==> src/design/bgb_pkg.sv <==
// Shared types, constants and lookup functions of the Bayer grid brightness block.
// Standalone package: no dependencies. Used by bgb_cfg and the core in design/.
package bgb_pkg;

  // Fixed field and register widths
  localparam int PIX_W     = 8;
  localparam int CFG_W     = 13;
  localparam int CFG_IDX_W = 2;
  localparam int POS_W     = 12;
  localparam int IDX_W     = 2 * POS_W + 1;

  // Geometry limits
  localparam logic [CFG_W-1:0] GEOM_MAX = 13'd4096;
  localparam logic [POS_W-1:0] ROW_MAX  = 12'd4095;

  // Parameter defaults
  localparam int GRID_ROWS_DEF  = 8;
  localparam int GRID_COLS_DEF  = 8;
  localparam int MAX_POINTS_DEF = 64;

  // Configuration register indexes
  localparam logic [CFG_IDX_W-1:0] REG_FRAME_WIDTH  = 2'd0;
  localparam logic [CFG_IDX_W-1:0] REG_FRAME_HEIGHT = 2'd1;
  localparam logic [CFG_IDX_W-1:0] REG_START_OFFSET = 2'd2;

  // Colour of one byte inside a 2x2 cell
  typedef enum logic [1:0] {
    CH_RED,
    CH_GREEN,
    CH_BLUE,
    CH_NONE
  } bgb_chan_e;

  // Sequencer states
  typedef enum logic [2:0] {
    S_IDLE,
    S_ISSUE,
    S_WAIT,
    S_CELL,
    S_ADV,
    S_END,
    S_AVG,
    S_OUT
  } bgb_state_e;

  // Operations run on the shared divider
  typedef enum logic [3:0] {
    OP_LS,
    OP_CS,
    OP_NR,
    OP_NC,
    OP_Y0,
    OP_Y1,
    OP_X0,
    OP_X1,
    OP_R,
    OP_G,
    OP_B
  } bgb_op_e;

  typedef struct packed {
    logic [PIX_W-1:0] pixel;
    logic             frame_end;
  } bgb_in_t;

  typedef struct packed {
    logic [PIX_W-1:0] brightness;
    logic             no_samples;
  } bgb_out_t;

  // Register view handed from the config block to the core
  typedef struct packed {
    logic [CFG_W-1:0] width;
    logic [CFG_W-1:0] height;
    logic [CFG_W-1:0] start_offset;
    logic             geom_changed;
  } bgb_cfg_t;

  // Saturate frame geometry at 4096
  function automatic logic [CFG_W-1:0] clamp_geom(input logic [CFG_W-1:0] v);
    clamp_geom = (v > GEOM_MAX) ? GEOM_MAX : v;
  endfunction

  // Colour by cell parity {y[0], c[0]} and byte offset {dy, dx}
  function automatic bgb_chan_e chan_lookup(input logic [1:0] par, input logic [1:0] off);
    bgb_chan_e ch;
    ch = CH_NONE;
    case (par)
      2'd0: begin
        case (off)
          2'd0:    ch = CH_GREEN;
          2'd1:    ch = CH_BLUE;
          2'd2:    ch = CH_RED;
          default: ch = CH_NONE;
        endcase
      end
      2'd1: begin
        case (off)
          2'd0:    ch = CH_BLUE;
          2'd1:    ch = CH_GREEN;
          2'd3:    ch = CH_RED;
          default: ch = CH_NONE;
        endcase
      end
      2'd2: begin
        case (off)
          2'd0:    ch = CH_RED;
          2'd1:    ch = CH_GREEN;
          2'd3:    ch = CH_BLUE;
          default: ch = CH_NONE;
        endcase
      end
      default: begin
        case (off)
          2'd0:    ch = CH_GREEN;
          2'd1:    ch = CH_RED;
          2'd2:    ch = CH_BLUE;
          default: ch = CH_NONE;
        endcase
      end
    endcase
    chan_lookup = ch;
  endfunction

endpackage

==> src/design/bgb_div.sv <==
// Restoring unsigned divider, one quotient bit per cycle.
// Depends on nothing; shared by all divide steps of the core.
module bgb_div #(
  parameter int W = 15
) (
  input  logic         clk_i,
  input  logic         rst_ni,
  input  logic         start_i,
  input  logic [W-1:0] dividend_i,
  input  logic [W-1:0] divisor_i,
  output logic         done_o,
  output logic [W-1:0] quotient_o,
  output logic [W-1:0] remainder_o
);

  localparam int CNT_W = (W > 1) ? $clog2(W) : 1;

  logic [W-1:0]     rem_q, rem_d;
  logic [W-1:0]     quo_q, quo_d;
  logic [W-1:0]     dvs_q, dvs_d;
  logic [CNT_W-1:0] cnt_q, cnt_d;
  logic             busy_q, busy_d;
  logic             done_q, done_d;
  logic [W:0]       rem_sh;
  logic [W:0]       diff;

  // Shift in the next dividend bit and trial-subtract the divisor
  assign rem_sh = {rem_q, quo_q[W-1]};
  assign diff   = rem_sh - {1'b0, dvs_q};

  always_comb begin
    rem_d  = rem_q;
    quo_d  = quo_q;
    dvs_d  = dvs_q;
    cnt_d  = cnt_q;
    busy_d = busy_q;
    done_d = 1'b0;
    if (start_i) begin
      rem_d  = '0;
      quo_d  = dividend_i;
      dvs_d  = divisor_i;
      cnt_d  = '0;
      busy_d = 1'b1;
    end else if (busy_q) begin
      if (!diff[W]) begin
        rem_d = diff[W-1:0];
        quo_d = {quo_q[W-2:0], 1'b1};
      end else begin
        rem_d = rem_sh[W-1:0];
        quo_d = {quo_q[W-2:0], 1'b0};
      end
      cnt_d = cnt_q + CNT_W'(1);
      if (cnt_q == CNT_W'(W - 1)) begin
        busy_d = 1'b0;
        done_d = 1'b1;
      end
    end
  end

  always_ff @(posedge clk_i or negedge rst_ni) begin
    if (!rst_ni) begin
      busy_q <= 1'b0;
      done_q <= 1'b0;
      cnt_q  <= '0;
    end else begin
      busy_q <= busy_d;
      done_q <= done_d;
      cnt_q  <= cnt_d;
    end
  end

  // Operand and result registers need no reset
  always_ff @(posedge clk_i) begin
    rem_q <= rem_d;
    quo_q <= quo_d;
    dvs_q <= dvs_d;
  end

  assign done_o      = done_q;
  assign quotient_o  = quo_q;
  assign remainder_o = rem_q;

endmodule

==> src/design/bgb_cfg.sv <==
// Configuration registers: frame width, frame height and start offset.
// Depends on bgb_pkg; presents clamped geometry to the core.
module bgb_cfg (
  input  logic                          clk_i,
  input  logic                          rst_ni,
  input  logic                          cfg_valid_i,
  input  logic [bgb_pkg::CFG_IDX_W-1:0] cfg_index_i,
  input  logic [bgb_pkg::CFG_W-1:0]     cfg_data_i,
  input  logic                          idle_i,
  output logic                          cfg_ready_o,
  output bgb_pkg::bgb_cfg_t             cfg_o
);

  logic [bgb_pkg::CFG_W-1:0] width_q, height_q, offset_q;
  logic                      wr;

  // Take writes only between items
  assign cfg_ready_o = idle_i;
  assign wr          = cfg_valid_i && idle_i;

  always_ff @(posedge clk_i or negedge rst_ni) begin
    if (!rst_ni) begin
      width_q  <= 13'd640;
      height_q <= 13'd480;
      offset_q <= '0;
    end else if (wr) begin
      case (cfg_index_i)
        bgb_pkg::REG_FRAME_WIDTH:  width_q  <= cfg_data_i;
        bgb_pkg::REG_FRAME_HEIGHT: height_q <= cfg_data_i;
        bgb_pkg::REG_START_OFFSET: offset_q <= cfg_data_i;
        default: ;
      endcase
    end
  end

  // Flag geometry writes so the core drops its cached grid steps
  always_comb begin
    cfg_o.width        = bgb_pkg::clamp_geom(width_q);
    cfg_o.height       = bgb_pkg::clamp_geom(height_q);
    cfg_o.start_offset = offset_q;
    cfg_o.geom_changed = wr && (cfg_index_i == bgb_pkg::REG_FRAME_WIDTH ||
                                cfg_index_i == bgb_pkg::REG_FRAME_HEIGHT);
  end

endmodule

==> src/design/bayer_grid_brightness_core.sv <==
// Top level of the Bayer grid brightness statistics block.
// Depends on bgb_pkg, bgb_div (shared divider) and bgb_cfg (register file).
//
//  channel | direction | handshake           | word
//  --------+-----------+---------------------+------------------------------
//  in      | sink      | in_valid_i/in_stall_o   | bgb_in_t  {pixel, frame_end}
//  out     | source    | out_valid_o/out_stall_i | bgb_out_t {brightness, no_samples}
//  cfg     | sink      | cfg_valid_i/cfg_ready_o | cfg_index_i, cfg_data_i
//
// A pixel inside the skip offset is taken without a divide. Any other pixel runs four
// divides (row and column position by grid step) on the shared divider, fewer on row
// or column zero where a divide is skipped, none when a grid step is zero, then a cell
// update per byte offset and a position advance; no new pixel is taken meanwhile.
// After a width or height write, the next unskipped pixel first runs up to four more
// divides recomputing the grid; a frame_end pixel with samples adds three divides
// (channel means). Register writes are taken only while idle with no pixel offered.
// Reset is asynchronous, active low, and leaves all sums and positions
// cleared. A stalled result waits in the output register while the next pixels are
// taken; a second result then holds the sequencer until the first is taken.
module bayer_grid_brightness_core #(
  parameter int GRID_ROWS  = bgb_pkg::GRID_ROWS_DEF,
  parameter int GRID_COLS  = bgb_pkg::GRID_COLS_DEF,
  parameter int MAX_POINTS = bgb_pkg::MAX_POINTS_DEF
) (
  input  logic                          clk_i,
  input  logic                          rst_ni,
  input  logic                          in_valid_i,
  output logic                          in_stall_o,
  input  bgb_pkg::bgb_in_t              in_i,
  output logic                          out_valid_o,
  input  logic                          out_stall_i,
  output bgb_pkg::bgb_out_t             out_o,
  input  logic                          cfg_valid_i,
  output logic                          cfg_ready_o,
  input  logic [bgb_pkg::CFG_IDX_W-1:0] cfg_index_i,
  input  logic [bgb_pkg::CFG_W-1:0]     cfg_data_i
);

  localparam int POS_W  = bgb_pkg::POS_W;
  localparam int CFG_W  = bgb_pkg::CFG_W;
  localparam int PIX_W  = bgb_pkg::PIX_W;
  localparam int IDX_W  = bgb_pkg::IDX_W;
  localparam int PCNT_W = $clog2(MAX_POINTS + 1);
  localparam int SUM_W  = $clog2(255 * MAX_POINTS + 1);
  localparam int DW     = (SUM_W > CFG_W) ? SUM_W : CFG_W;
  localparam int TOT_W  = SUM_W + 2;
  // Truncated divide by three of any TOT_W-bit total: (x * ceil(2^(TOT_W+1)/3)) >> (TOT_W+1)
  localparam int RCP_SH = TOT_W + 1;
  localparam int RCP_W  = TOT_W;
  localparam logic [RCP_W-1:0] RCP3 = RCP_W'(((2 ** RCP_SH) + 2) / 3);
  localparam int PROD_W = TOT_W + RCP_W;

  bgb_pkg::bgb_cfg_t   cfg;
  bgb_pkg::bgb_state_e state_q, state_d;
  bgb_pkg::bgb_op_e    op_q, op_d;
  bgb_pkg::bgb_chan_e  cell_ch;
  bgb_pkg::bgb_out_t   res_q, res_d, out_q, out_d;

  logic [1:0]       d_q, d_d;
  logic [PIX_W-1:0] pix_q, pix_d;
  logic             last_q, last_d;
  logic             frame_open_q, frame_open_d;
  logic [CFG_W-1:0] skip_q, skip_d, eff_skip;
  logic [POS_W-1:0] row_q, row_d, col_q, col_d;
  logic [SUM_W-1:0] red_q, red_d, green_q, green_d, blue_q, blue_d;
  logic [PCNT_W-1:0] pcnt_q, pcnt_d;
  logic             geom_ok_q, geom_ok_d;
  logic [POS_W-1:0] ls_q, ls_d, cs_q, cs_d, nrows_q, nrows_d, ncols_q, ncols_d;
  logic [POS_W-1:0] qy_q [2], qy_d [2], qx_q [2], qx_d [2];
  logic [1:0]       rok_q, rok_d, cok_q, cok_d;
  logic [SUM_W-1:0] mr_q, mr_d, mg_q, mg_d, mb_q, mb_d;
  logic             out_valid_q, out_valid_d;

  logic             div_start, div_done;
  logic [DW-1:0]    div_dvd, div_dvs, div_quo, div_rem;
  logic [POS_W-1:0] qpos;
  logic             rem_zero;

  logic             dy, dx;
  logic [POS_W-1:0] qy_m1, qx_m1;
  logic [IDX_W-1:0] idx_full;
  logic             cell_hit;
  logic [CFG_W-1:0] col_inc;
  logic [TOT_W-1:0] tot;
  logic [PROD_W-1:0] prod;

  bgb_cfg u_cfg (
    .clk_i       (clk_i),
    .rst_ni      (rst_ni),
    .cfg_valid_i (cfg_valid_i),
    .cfg_index_i (cfg_index_i),
    .cfg_data_i  (cfg_data_i),
    .idle_i      ((state_q == bgb_pkg::S_IDLE) && !in_valid_i),
    .cfg_ready_o (cfg_ready_o),
    .cfg_o       (cfg)
  );

  bgb_div #(
    .W (DW)
  ) u_div (
    .clk_i       (clk_i),
    .rst_ni      (rst_ni),
    .start_i     (div_start),
    .dividend_i  (div_dvd),
    .divisor_i   (div_dvs),
    .done_o      (div_done),
    .quotient_o  (div_quo),
    .remainder_o (div_rem)
  );

  assign qpos     = div_quo[POS_W-1:0];
  assign rem_zero = (div_rem == '0);

  // Select divider operands for the current operation
  always_comb begin
    div_dvd = '0;
    div_dvs = '0;
    case (op_q)
      bgb_pkg::OP_LS: begin
        div_dvd = DW'(cfg.height);
        div_dvs = DW'(GRID_ROWS + 1);
      end
      bgb_pkg::OP_CS: begin
        div_dvd = DW'(cfg.width);
        div_dvs = DW'(GRID_COLS + 1);
      end
      bgb_pkg::OP_NR: begin
        div_dvd = DW'(cfg.height - 13'd1);
        div_dvs = DW'(ls_q);
      end
      bgb_pkg::OP_NC: begin
        div_dvd = DW'(cfg.width - 13'd1);
        div_dvs = DW'(cs_q);
      end
      bgb_pkg::OP_Y0: begin
        div_dvd = DW'(row_q);
        div_dvs = DW'(ls_q);
      end
      bgb_pkg::OP_Y1: begin
        div_dvd = DW'(row_q - 12'd1);
        div_dvs = DW'(ls_q);
      end
      bgb_pkg::OP_X0: begin
        div_dvd = DW'(col_q);
        div_dvs = DW'(cs_q);
      end
      bgb_pkg::OP_X1: begin
        div_dvd = DW'(col_q - 12'd1);
        div_dvs = DW'(cs_q);
      end
      bgb_pkg::OP_R: begin
        div_dvd = DW'(red_q);
        div_dvs = DW'(pcnt_q);
      end
      bgb_pkg::OP_G: begin
        div_dvd = DW'(green_q);
        div_dvs = DW'(pcnt_q);
      end
      bgb_pkg::OP_B: begin
        div_dvd = DW'(blue_q);
        div_dvs = DW'(pcnt_q);
      end
      default: ;
    endcase
  end

  // Cell check for the byte offset d_q: grid hit, point index and colour
  assign dy       = d_q[1];
  assign dx       = d_q[0];
  assign qy_m1    = qy_q[dy] - 12'd1;
  assign qx_m1    = qx_q[dx] - 12'd1;
  assign idx_full = IDX_W'(qy_m1) * IDX_W'(ncols_q) + IDX_W'(qx_m1);
  assign cell_hit = rok_q[dy] && cok_q[dx] && (idx_full < IDX_W'(MAX_POINTS));
  assign cell_ch  = bgb_pkg::chan_lookup({row_q[0] ^ dy, col_q[0] ^ dx}, d_q);

  assign eff_skip = frame_open_q ? skip_q : cfg.start_offset;
  assign col_inc  = CFG_W'(col_q) + 13'd1;
  assign tot      = TOT_W'(mr_q) + TOT_W'(mg_q) + TOT_W'(mb_q);
  assign prod     = PROD_W'(tot) * PROD_W'(RCP3);

  assign in_stall_o = (state_q != bgb_pkg::S_IDLE);

  // Sequencer: next state and datapath updates
  always_comb begin
    state_d      = state_q;
    op_d         = op_q;
    d_d          = d_q;
    pix_d        = pix_q;
    last_d       = last_q;
    frame_open_d = frame_open_q;
    skip_d       = skip_q;
    row_d        = row_q;
    col_d        = col_q;
    red_d        = red_q;
    green_d      = green_q;
    blue_d       = blue_q;
    pcnt_d       = pcnt_q;
    geom_ok_d    = geom_ok_q;
    ls_d         = ls_q;
    cs_d         = cs_q;
    nrows_d      = nrows_q;
    ncols_d      = ncols_q;
    qy_d         = qy_q;
    qx_d         = qx_q;
    rok_d        = rok_q;
    cok_d        = cok_q;
    mr_d         = mr_q;
    mg_d         = mg_q;
    mb_d         = mb_q;
    res_d        = res_q;
    out_d        = out_q;
    out_valid_d  = out_valid_q;
    div_start    = 1'b0;

    // Drop the output word once taken
    if (out_valid_q && !out_stall_i) begin
      out_valid_d = 1'b0;
    end

    case (state_q)
      bgb_pkg::S_IDLE: begin
        if (in_valid_i) begin
          pix_d        = in_i.pixel;
          last_d       = in_i.frame_end;
          frame_open_d = 1'b1;
          if (eff_skip != '0) begin
            skip_d  = eff_skip - 13'd1;
            state_d = in_i.frame_end ? bgb_pkg::S_END : bgb_pkg::S_IDLE;
          end else begin
            skip_d = '0;
            if (!geom_ok_q) begin
              op_d    = bgb_pkg::OP_LS;
              state_d = bgb_pkg::S_ISSUE;
            end else if (ls_q == '0 || cs_q == '0) begin
              state_d = bgb_pkg::S_ADV;
            end else begin
              op_d    = bgb_pkg::OP_Y0;
              state_d = bgb_pkg::S_ISSUE;
            end
          end
        end
      end

      bgb_pkg::S_ISSUE: begin
        if (op_q == bgb_pkg::OP_Y1 && row_q == '0) begin
          // No row above: lower cell half cannot hit
          rok_d[1] = 1'b0;
          op_d     = bgb_pkg::OP_X0;
        end else if (op_q == bgb_pkg::OP_X1 && col_q == '0) begin
          cok_d[1] = 1'b0;
          d_d      = '0;
          state_d  = bgb_pkg::S_CELL;
        end else begin
          div_start = 1'b1;
          state_d   = bgb_pkg::S_WAIT;
        end
      end

      bgb_pkg::S_WAIT: begin
        if (div_done) begin
          state_d = bgb_pkg::S_ISSUE;
          case (op_q)
            bgb_pkg::OP_LS: begin
              ls_d = qpos;
              op_d = bgb_pkg::OP_CS;
            end
            bgb_pkg::OP_CS: begin
              cs_d = qpos;
              if (ls_q == '0 || qpos == '0) begin
                geom_ok_d = 1'b1;
                state_d   = bgb_pkg::S_ADV;
              end else begin
                op_d = bgb_pkg::OP_NR;
              end
            end
            bgb_pkg::OP_NR: begin
              nrows_d = (qpos != '0) ? qpos - 12'd1 : '0;
              op_d    = bgb_pkg::OP_NC;
            end
            bgb_pkg::OP_NC: begin
              ncols_d   = (qpos != '0) ? qpos - 12'd1 : '0;
              geom_ok_d = 1'b1;
              op_d      = bgb_pkg::OP_Y0;
            end
            bgb_pkg::OP_Y0: begin
              qy_d[0]  = qpos;
              rok_d[0] = rem_zero && qpos != '0 && qpos <= nrows_q;
              op_d     = bgb_pkg::OP_Y1;
            end
            bgb_pkg::OP_Y1: begin
              qy_d[1]  = qpos;
              rok_d[1] = rem_zero && qpos != '0 && qpos <= nrows_q;
              op_d     = bgb_pkg::OP_X0;
            end
            bgb_pkg::OP_X0: begin
              qx_d[0]  = qpos;
              cok_d[0] = rem_zero && qpos != '0 && qpos <= ncols_q;
              op_d     = bgb_pkg::OP_X1;
            end
            bgb_pkg::OP_X1: begin
              qx_d[1]  = qpos;
              cok_d[1] = rem_zero && qpos != '0 && qpos <= ncols_q;
              d_d      = '0;
              state_d  = bgb_pkg::S_CELL;
            end
            bgb_pkg::OP_R: begin
              mr_d = div_quo[SUM_W-1:0];
              op_d = bgb_pkg::OP_G;
            end
            bgb_pkg::OP_G: begin
              mg_d = div_quo[SUM_W-1:0];
              op_d = bgb_pkg::OP_B;
            end
            bgb_pkg::OP_B: begin
              mb_d    = div_quo[SUM_W-1:0];
              state_d = bgb_pkg::S_AVG;
            end
            default: state_d = bgb_pkg::S_IDLE;
          endcase
        end
      end

      bgb_pkg::S_CELL: begin
        // Add the byte to the channel of each cell it belongs to
        if (cell_hit) begin
          case (cell_ch)
            bgb_pkg::CH_RED:   red_d   = red_q + SUM_W'(pix_q);
            bgb_pkg::CH_GREEN: green_d = green_q + SUM_W'(pix_q);
            bgb_pkg::CH_BLUE:  blue_d  = blue_q + SUM_W'(pix_q);
            default: ;
          endcase
          if (d_q == 2'd0) begin
            pcnt_d = pcnt_q + PCNT_W'(1);
          end
        end
        if (d_q == 2'd3) begin
          state_d = bgb_pkg::S_ADV;
        end else begin
          d_d = d_q + 2'd1;
        end
      end

      bgb_pkg::S_ADV: begin
        // Advance column, wrap to next row, hold row at its ceiling
        if (col_inc >= cfg.width) begin
          col_d = '0;
          if (row_q != bgb_pkg::ROW_MAX) begin
            row_d = row_q + 12'd1;
          end
        end else begin
          col_d = col_inc[POS_W-1:0];
        end
        state_d = last_q ? bgb_pkg::S_END : bgb_pkg::S_IDLE;
      end

      bgb_pkg::S_END: begin
        if (pcnt_q == '0) begin
          res_d.brightness = '0;
          res_d.no_samples = 1'b1;
          state_d          = bgb_pkg::S_OUT;
        end else begin
          op_d    = bgb_pkg::OP_R;
          state_d = bgb_pkg::S_ISSUE;
        end
      end

      bgb_pkg::S_AVG: begin
        res_d.brightness = prod[RCP_SH +: PIX_W];
        res_d.no_samples = 1'b0;
        state_d          = bgb_pkg::S_OUT;
      end

      bgb_pkg::S_OUT: begin
        // Load the result once the output register is free, then open a new frame
        if (!out_valid_q || !out_stall_i) begin
          out_d        = res_q;
          out_valid_d  = 1'b1;
          frame_open_d = 1'b0;
          skip_d       = '0;
          row_d        = '0;
          col_d        = '0;
          red_d        = '0;
          green_d      = '0;
          blue_d       = '0;
          pcnt_d       = '0;
          state_d      = bgb_pkg::S_IDLE;
        end
      end

      default: state_d = bgb_pkg::S_IDLE;
    endcase

    // A width or height write invalidates the cached grid
    if (cfg.geom_changed) begin
      geom_ok_d = 1'b0;
    end
  end

  // State register
  always_ff @(posedge clk_i or negedge rst_ni) begin
    if (!rst_ni) begin
      state_q <= bgb_pkg::S_IDLE;
    end else begin
      state_q <= state_d;
    end
  end

  // Frame state and control registers
  always_ff @(posedge clk_i or negedge rst_ni) begin
    if (!rst_ni) begin
      op_q         <= bgb_pkg::OP_LS;
      d_q          <= '0;
      frame_open_q <= 1'b0;
      skip_q       <= '0;
      row_q        <= '0;
      col_q        <= '0;
      red_q        <= '0;
      green_q      <= '0;
      blue_q       <= '0;
      pcnt_q       <= '0;
      geom_ok_q    <= 1'b0;
      out_valid_q  <= 1'b0;
    end else begin
      op_q         <= op_d;
      d_q          <= d_d;
      frame_open_q <= frame_open_d;
      skip_q       <= skip_d;
      row_q        <= row_d;
      col_q        <= col_d;
      red_q        <= red_d;
      green_q      <= green_d;
      blue_q       <= blue_d;
      pcnt_q       <= pcnt_d;
      geom_ok_q    <= geom_ok_d;
      out_valid_q  <= out_valid_d;
    end
  end

  // Payload and cached values
  always_ff @(posedge clk_i) begin
    pix_q   <= pix_d;
    last_q  <= last_d;
    ls_q    <= ls_d;
    cs_q    <= cs_d;
    nrows_q <= nrows_d;
    ncols_q <= ncols_d;
    qy_q    <= qy_d;
    qx_q    <= qx_d;
    rok_q   <= rok_d;
    cok_q   <= cok_d;
    mr_q    <= mr_d;
    mg_q    <= mg_d;
    mb_q    <= mb_d;
    res_q   <= res_d;
    out_q   <= out_d;
  end

  assign out_valid_o = out_valid_q;
  assign out_o       = out_q;

`ifndef SYNTH
  a_pcnt_bound: assert property (@(posedge clk_i) disable iff (!rst_ni)
    pcnt_q <= PCNT_W'(MAX_POINTS))
    else $error("point count above MAX_POINTS");

  a_div_done_in_wait: assert property (@(posedge clk_i) disable iff (!rst_ni)
    div_done |-> state_q == bgb_pkg::S_WAIT)
    else $error("divider finished outside the wait state");

  a_cell_geom_ok: assert property (@(posedge clk_i) disable iff (!rst_ni)
    state_q == bgb_pkg::S_CELL |-> geom_ok_q && ls_q != '0 && cs_q != '0)
    else $error("cell update without a valid grid");

  a_empty_is_zero: assert property (@(posedge clk_i) disable iff (!rst_ni)
    out_valid_o && out_o.no_samples |-> out_o.brightness == '0)
    else $error("empty frame gave nonzero brightness");
`endif

endmodule

==> config.mk <==
export PLATFORM = sky130hd
export DESIGN_NAME = bayer_grid_brightness_core
export DESIGN_NICKNAME = d
export VERILOG_FILES = /design/src/design/bgb_pkg.sv /design/src/design/bgb_div.sv /design/src/design/bgb_cfg.sv /design/src/design/bayer_grid_brightness_core.sv
export SDC_FILE = /design/constraint.sdc
export NUM_CORES = 1
export LEC_CHECK = 0
export ABC_AREA = 1
export CAP_MARGIN = 20
export CORE_MARGIN = 2
export CORE_UTILIZATION = 40
export DETAILED_ROUTE_END_ITERATION = 16
export DONT_BUFFER_PORTS = 1
export MAX_ROUTING_LAYER = met4
export PLACE_DENSITY = 0.57
export SLEW_MARGIN = 30
export SYNTH_ARGS = -nofsm -noshare
export SYNTH_HDL_FRONTEND = slang
export SYNTH_HIERARCHICAL = 1
export SYNTH_SLANG_ARGS = --single-unit
==> constraint.sdc <==
create_clock -name clk_i -period 14.7 [get_ports clk_i]
set_input_delay 2.94 -clock clk_i [delete_from_list [all_inputs] [get_ports clk_i]]
set_output_delay 2.94 -clock clk_i [all_outputs]
set_load 0.05 [all_outputs]
==> run summary <==
CP max-delay cell: dfrtp_1
Die height: 281.3 um
Final #Nets: 4,243
Post-DP Area: 31,830 um^2
Total of max-cap violations: 0
Clock buffer depth: 3
Mux contribution to synthesized area: 0.001953
Comb power frac: 0.556
DIE WIDTH: 281.3 um
Vias per cell: 5.101
Commonest cells post-synth: nand2_1, inv_1, nor2_1, ha_1, fa_1
Post-synth EDFFs: 197
Req. time, crit path: 15,160 ps
Fmax: 114.2 MHz
Initial antenna violation count: 0
Hold crit path type: flip-flop to flip-flop
Critical path type: flip-flop to flip-flop
Core ar.: 76,080 um^2
Final clock skew: 20.26 ps
Post-synthesis sequential area ratio: 0.3181
Num CTS Buffers: 42
Clk Latency, worst-skew pair: 570 ps
Gpl congestion: 0.9672
I/O Buffers: 0
Post-route ant nets: 0
Crit-path max FO: 53
Slew @ Worst Pin: 885.3 ps
Clock net sink count: 354
DRT Wirelength: 83.52 mm
Worst VDD drop: 0.0001408 V
Leading area contributor after synthesis: edfxtp_1
Gr usage total: 0.2233
Post-synthesis cell area: 30,750 um^2
Routed vias: 24,500
Area contributors post-synth: edfxtp_1, fa_1, dfrtp_1, ha_1, nand2_1
Sequential share of power: 0.265
Synth unique cells: 66
Share of cells above drive strength 1: 0.05009
Critical Path Max Stage Delay: 760 ps
Power share of the clock group: 0.179
Worst setup SP type: flip-flop
Final Max Tran Viols: 0
N_diodes: 0
Synth Area in Compound Gates: 0.09075
Hold path cells: 0
Largest net degree at the start of global routing: 144
Post_cts resized: 0
H-tree depth: 2
RR Endpoint: green_q[10]
Reg2Reg Depth: 39
Synthesized instance count: 3,749
Switching Power: 2926 uW
Ys Warns: 6
Ports: 41
Min-delay src: res_q[0]
Fin crit share: 0.5958
Normalized max-slew margin: 0.4076
DRC violations left: 0
Post-synthesis simple-gate area fraction: 0.2138
Drt pass-1 iters: 6
First-pass GRT wire length: 135.3 mm
Avg Inst Size Synth: 8.201 um^2
Fin Setup TNS: 0 ps
Crit-path most repeated cell: nand2_1
Main combinational cell family by area after synthesis: adder cells
Post-Synth XOR/XNOR Area: 0.02763
CTS tree: built
Final Hold Vio Count: 0
# setup viols final: 0
Main flop type after synthesis: edfxtp_1
DRT iter0 DRCs: 1,822
WL/cell: 17.39 um
Internal power: 3150 uW
CTS root buf: clkbuf_16
Post-synth ARST share: 0.4040
Post-CTS Setup Inserts: 0
R2R Setup Slk: 5940 ps
Top cell type's share of synthesized area: 0.1924
Crit path arrival time: 9210 ps
GRT Residual Overflow: 0
Adder-cell share of the synthesized area: 0.2436
Top Registers: qx_q x24, qy_q x24
#FFs+latches synth: 354
WHS Endpoint: out_o[0]
Cell area after layout: 33,280 um^2
Sw Ratio: 0.4816
CTS Hold Bufs: 0
Vias in the first global route: 24,250
P_leak: 0.01622 uW
Power per standard cell area: 182.6 nW/um^2
Status: complete, no violations
Layout area overhead: 8.241%
Clk pin slew, worst setup/hold paths: 60 ps
Post-layout min period: 8758 ps
CP Capture Type: flip-flop
Core Rows: 101
DPL Wire Length: 65.98 mm
Worst r2r src: d_q[1]
Most numerous cell in the Yosys netlist: nand2_1
Initial Util: 0.4042
Die footprint: 79,100 um^2
Unrepaired setup endpoints after global routing: no
==> metal layers <==
metal / vias up / part of all wire / GRT usage
met5: - / 0 / -
met4: 0 / 0.022 / 0.05278
met3: 109 / 0.038 / 0.01945
met2: 521 / 0.47 / 0.3618
met1: 11750 / 0.47 / 0.3039
li1: 12120 / - / -
==> worst max-delay path, delay by kind of cell (launching register included) <==
kind                       cells  cell delay (ps)
adders and majority gates      6             2890
and+or+nand+nor               23             4040
buffers and inverters          9              730
AOI/OAI and AO/OA              1              110
DFF                            1              760
==> worst max path at each step <==
stage            start     endpoint  slack, ps
6_report        d_q[1]  green_q[10]       5940
5_1_grt         d_q[1]   green_q[6]       5090
4_1_cts         d_q[1]   blue_q[13]       5960
3_5_place_dp    d_q[1]  green_q[12]       5980
3_3_place_gp    d_q[1]   green_q[1]       6180
2_1_floorplan  mr_q[1]     res_q[8]       7780
==> per-stage QoR <==
stage	setup WS [ps]	hold WS [ps]	utilization	power [uW]	instances
3_5_place_dp	5979	408.8	0.4184	4981	4725
4_1_cts	5960	422.4	0.4374	6087	4803
3_3_place_gp	6177	404.1	0.4181	4963	4725
2_1_floorplan	7781	400.3	-	4076	3750
5_1_grt	5095	441.6	0.4375	6687	4803
6_report	5942	419.7	0.4375	6076	4803
==> cell families after synthesis <==
| kind of cell | Yosys count |
|---|---|
| buffers and inverters | 821 |
| AND/OR/NAND/NOR | 1511 |
| XOR/XNOR | 97 |
| adder cells (fa/ha/maj) | 475 |
| other | 1 |
| multiplexers | 6 |
| AO/OA/AOI/OAI | 484 |
| flip-flops | 354 |
==> final cells by class <==
| class | count | area [um^2] |
|---|---|---|
| clock inverter | 22 | 270.3 |
| multi-input combinational | 2575 | 17820 |
| sequential | 354 | 9782 |
| inverter | 747 | 2804 |
| timing repair buffer | 19 | 142.6 |
| fill | 7756 | 42790 |
| clock buffer | 56 | 1176 |
| tap | 1030 | 1289 |
==> power by group through the flow <==
stage	combinational, uW	clock, uW	sequential (uW)
detailed placement	3350	0	1630
floorplan	2570	0	1500
CTS	3370	1110	1610
global route	3890	1150	1640
global placement	3340	0	1630
finish	3380	1090	1610
==> cell usage in the layout (no fill, tap or decap), types with 10 or more instances in the layout <==
cell type	Yosys	routed
fa_1	206	206
clkinv_1	12	15
or2_2	26	26
inv_1	726	726
dfxtp_1	14	14
nor3_1	58	54
o21ai_1	25	25
a21oi_1	170	170
o22ai_1	41	41
edfxtp_1	197	197
nor2_1	317	311
nand2_2	14	14
nand4_1	90	90
clkbuf_16	0	44
nor3_2	9	11
o31ai_1	10	10
dfrtp_1	137	137
nand3_1	146	146
xnor2_1	21	21
o21ai_0	145	145
ha_1	269	269
nor4_1	25	25
buf_4	6	19
xor2_1	76	76
nand2_1	791	791
(Power assumes the default switching activity.)
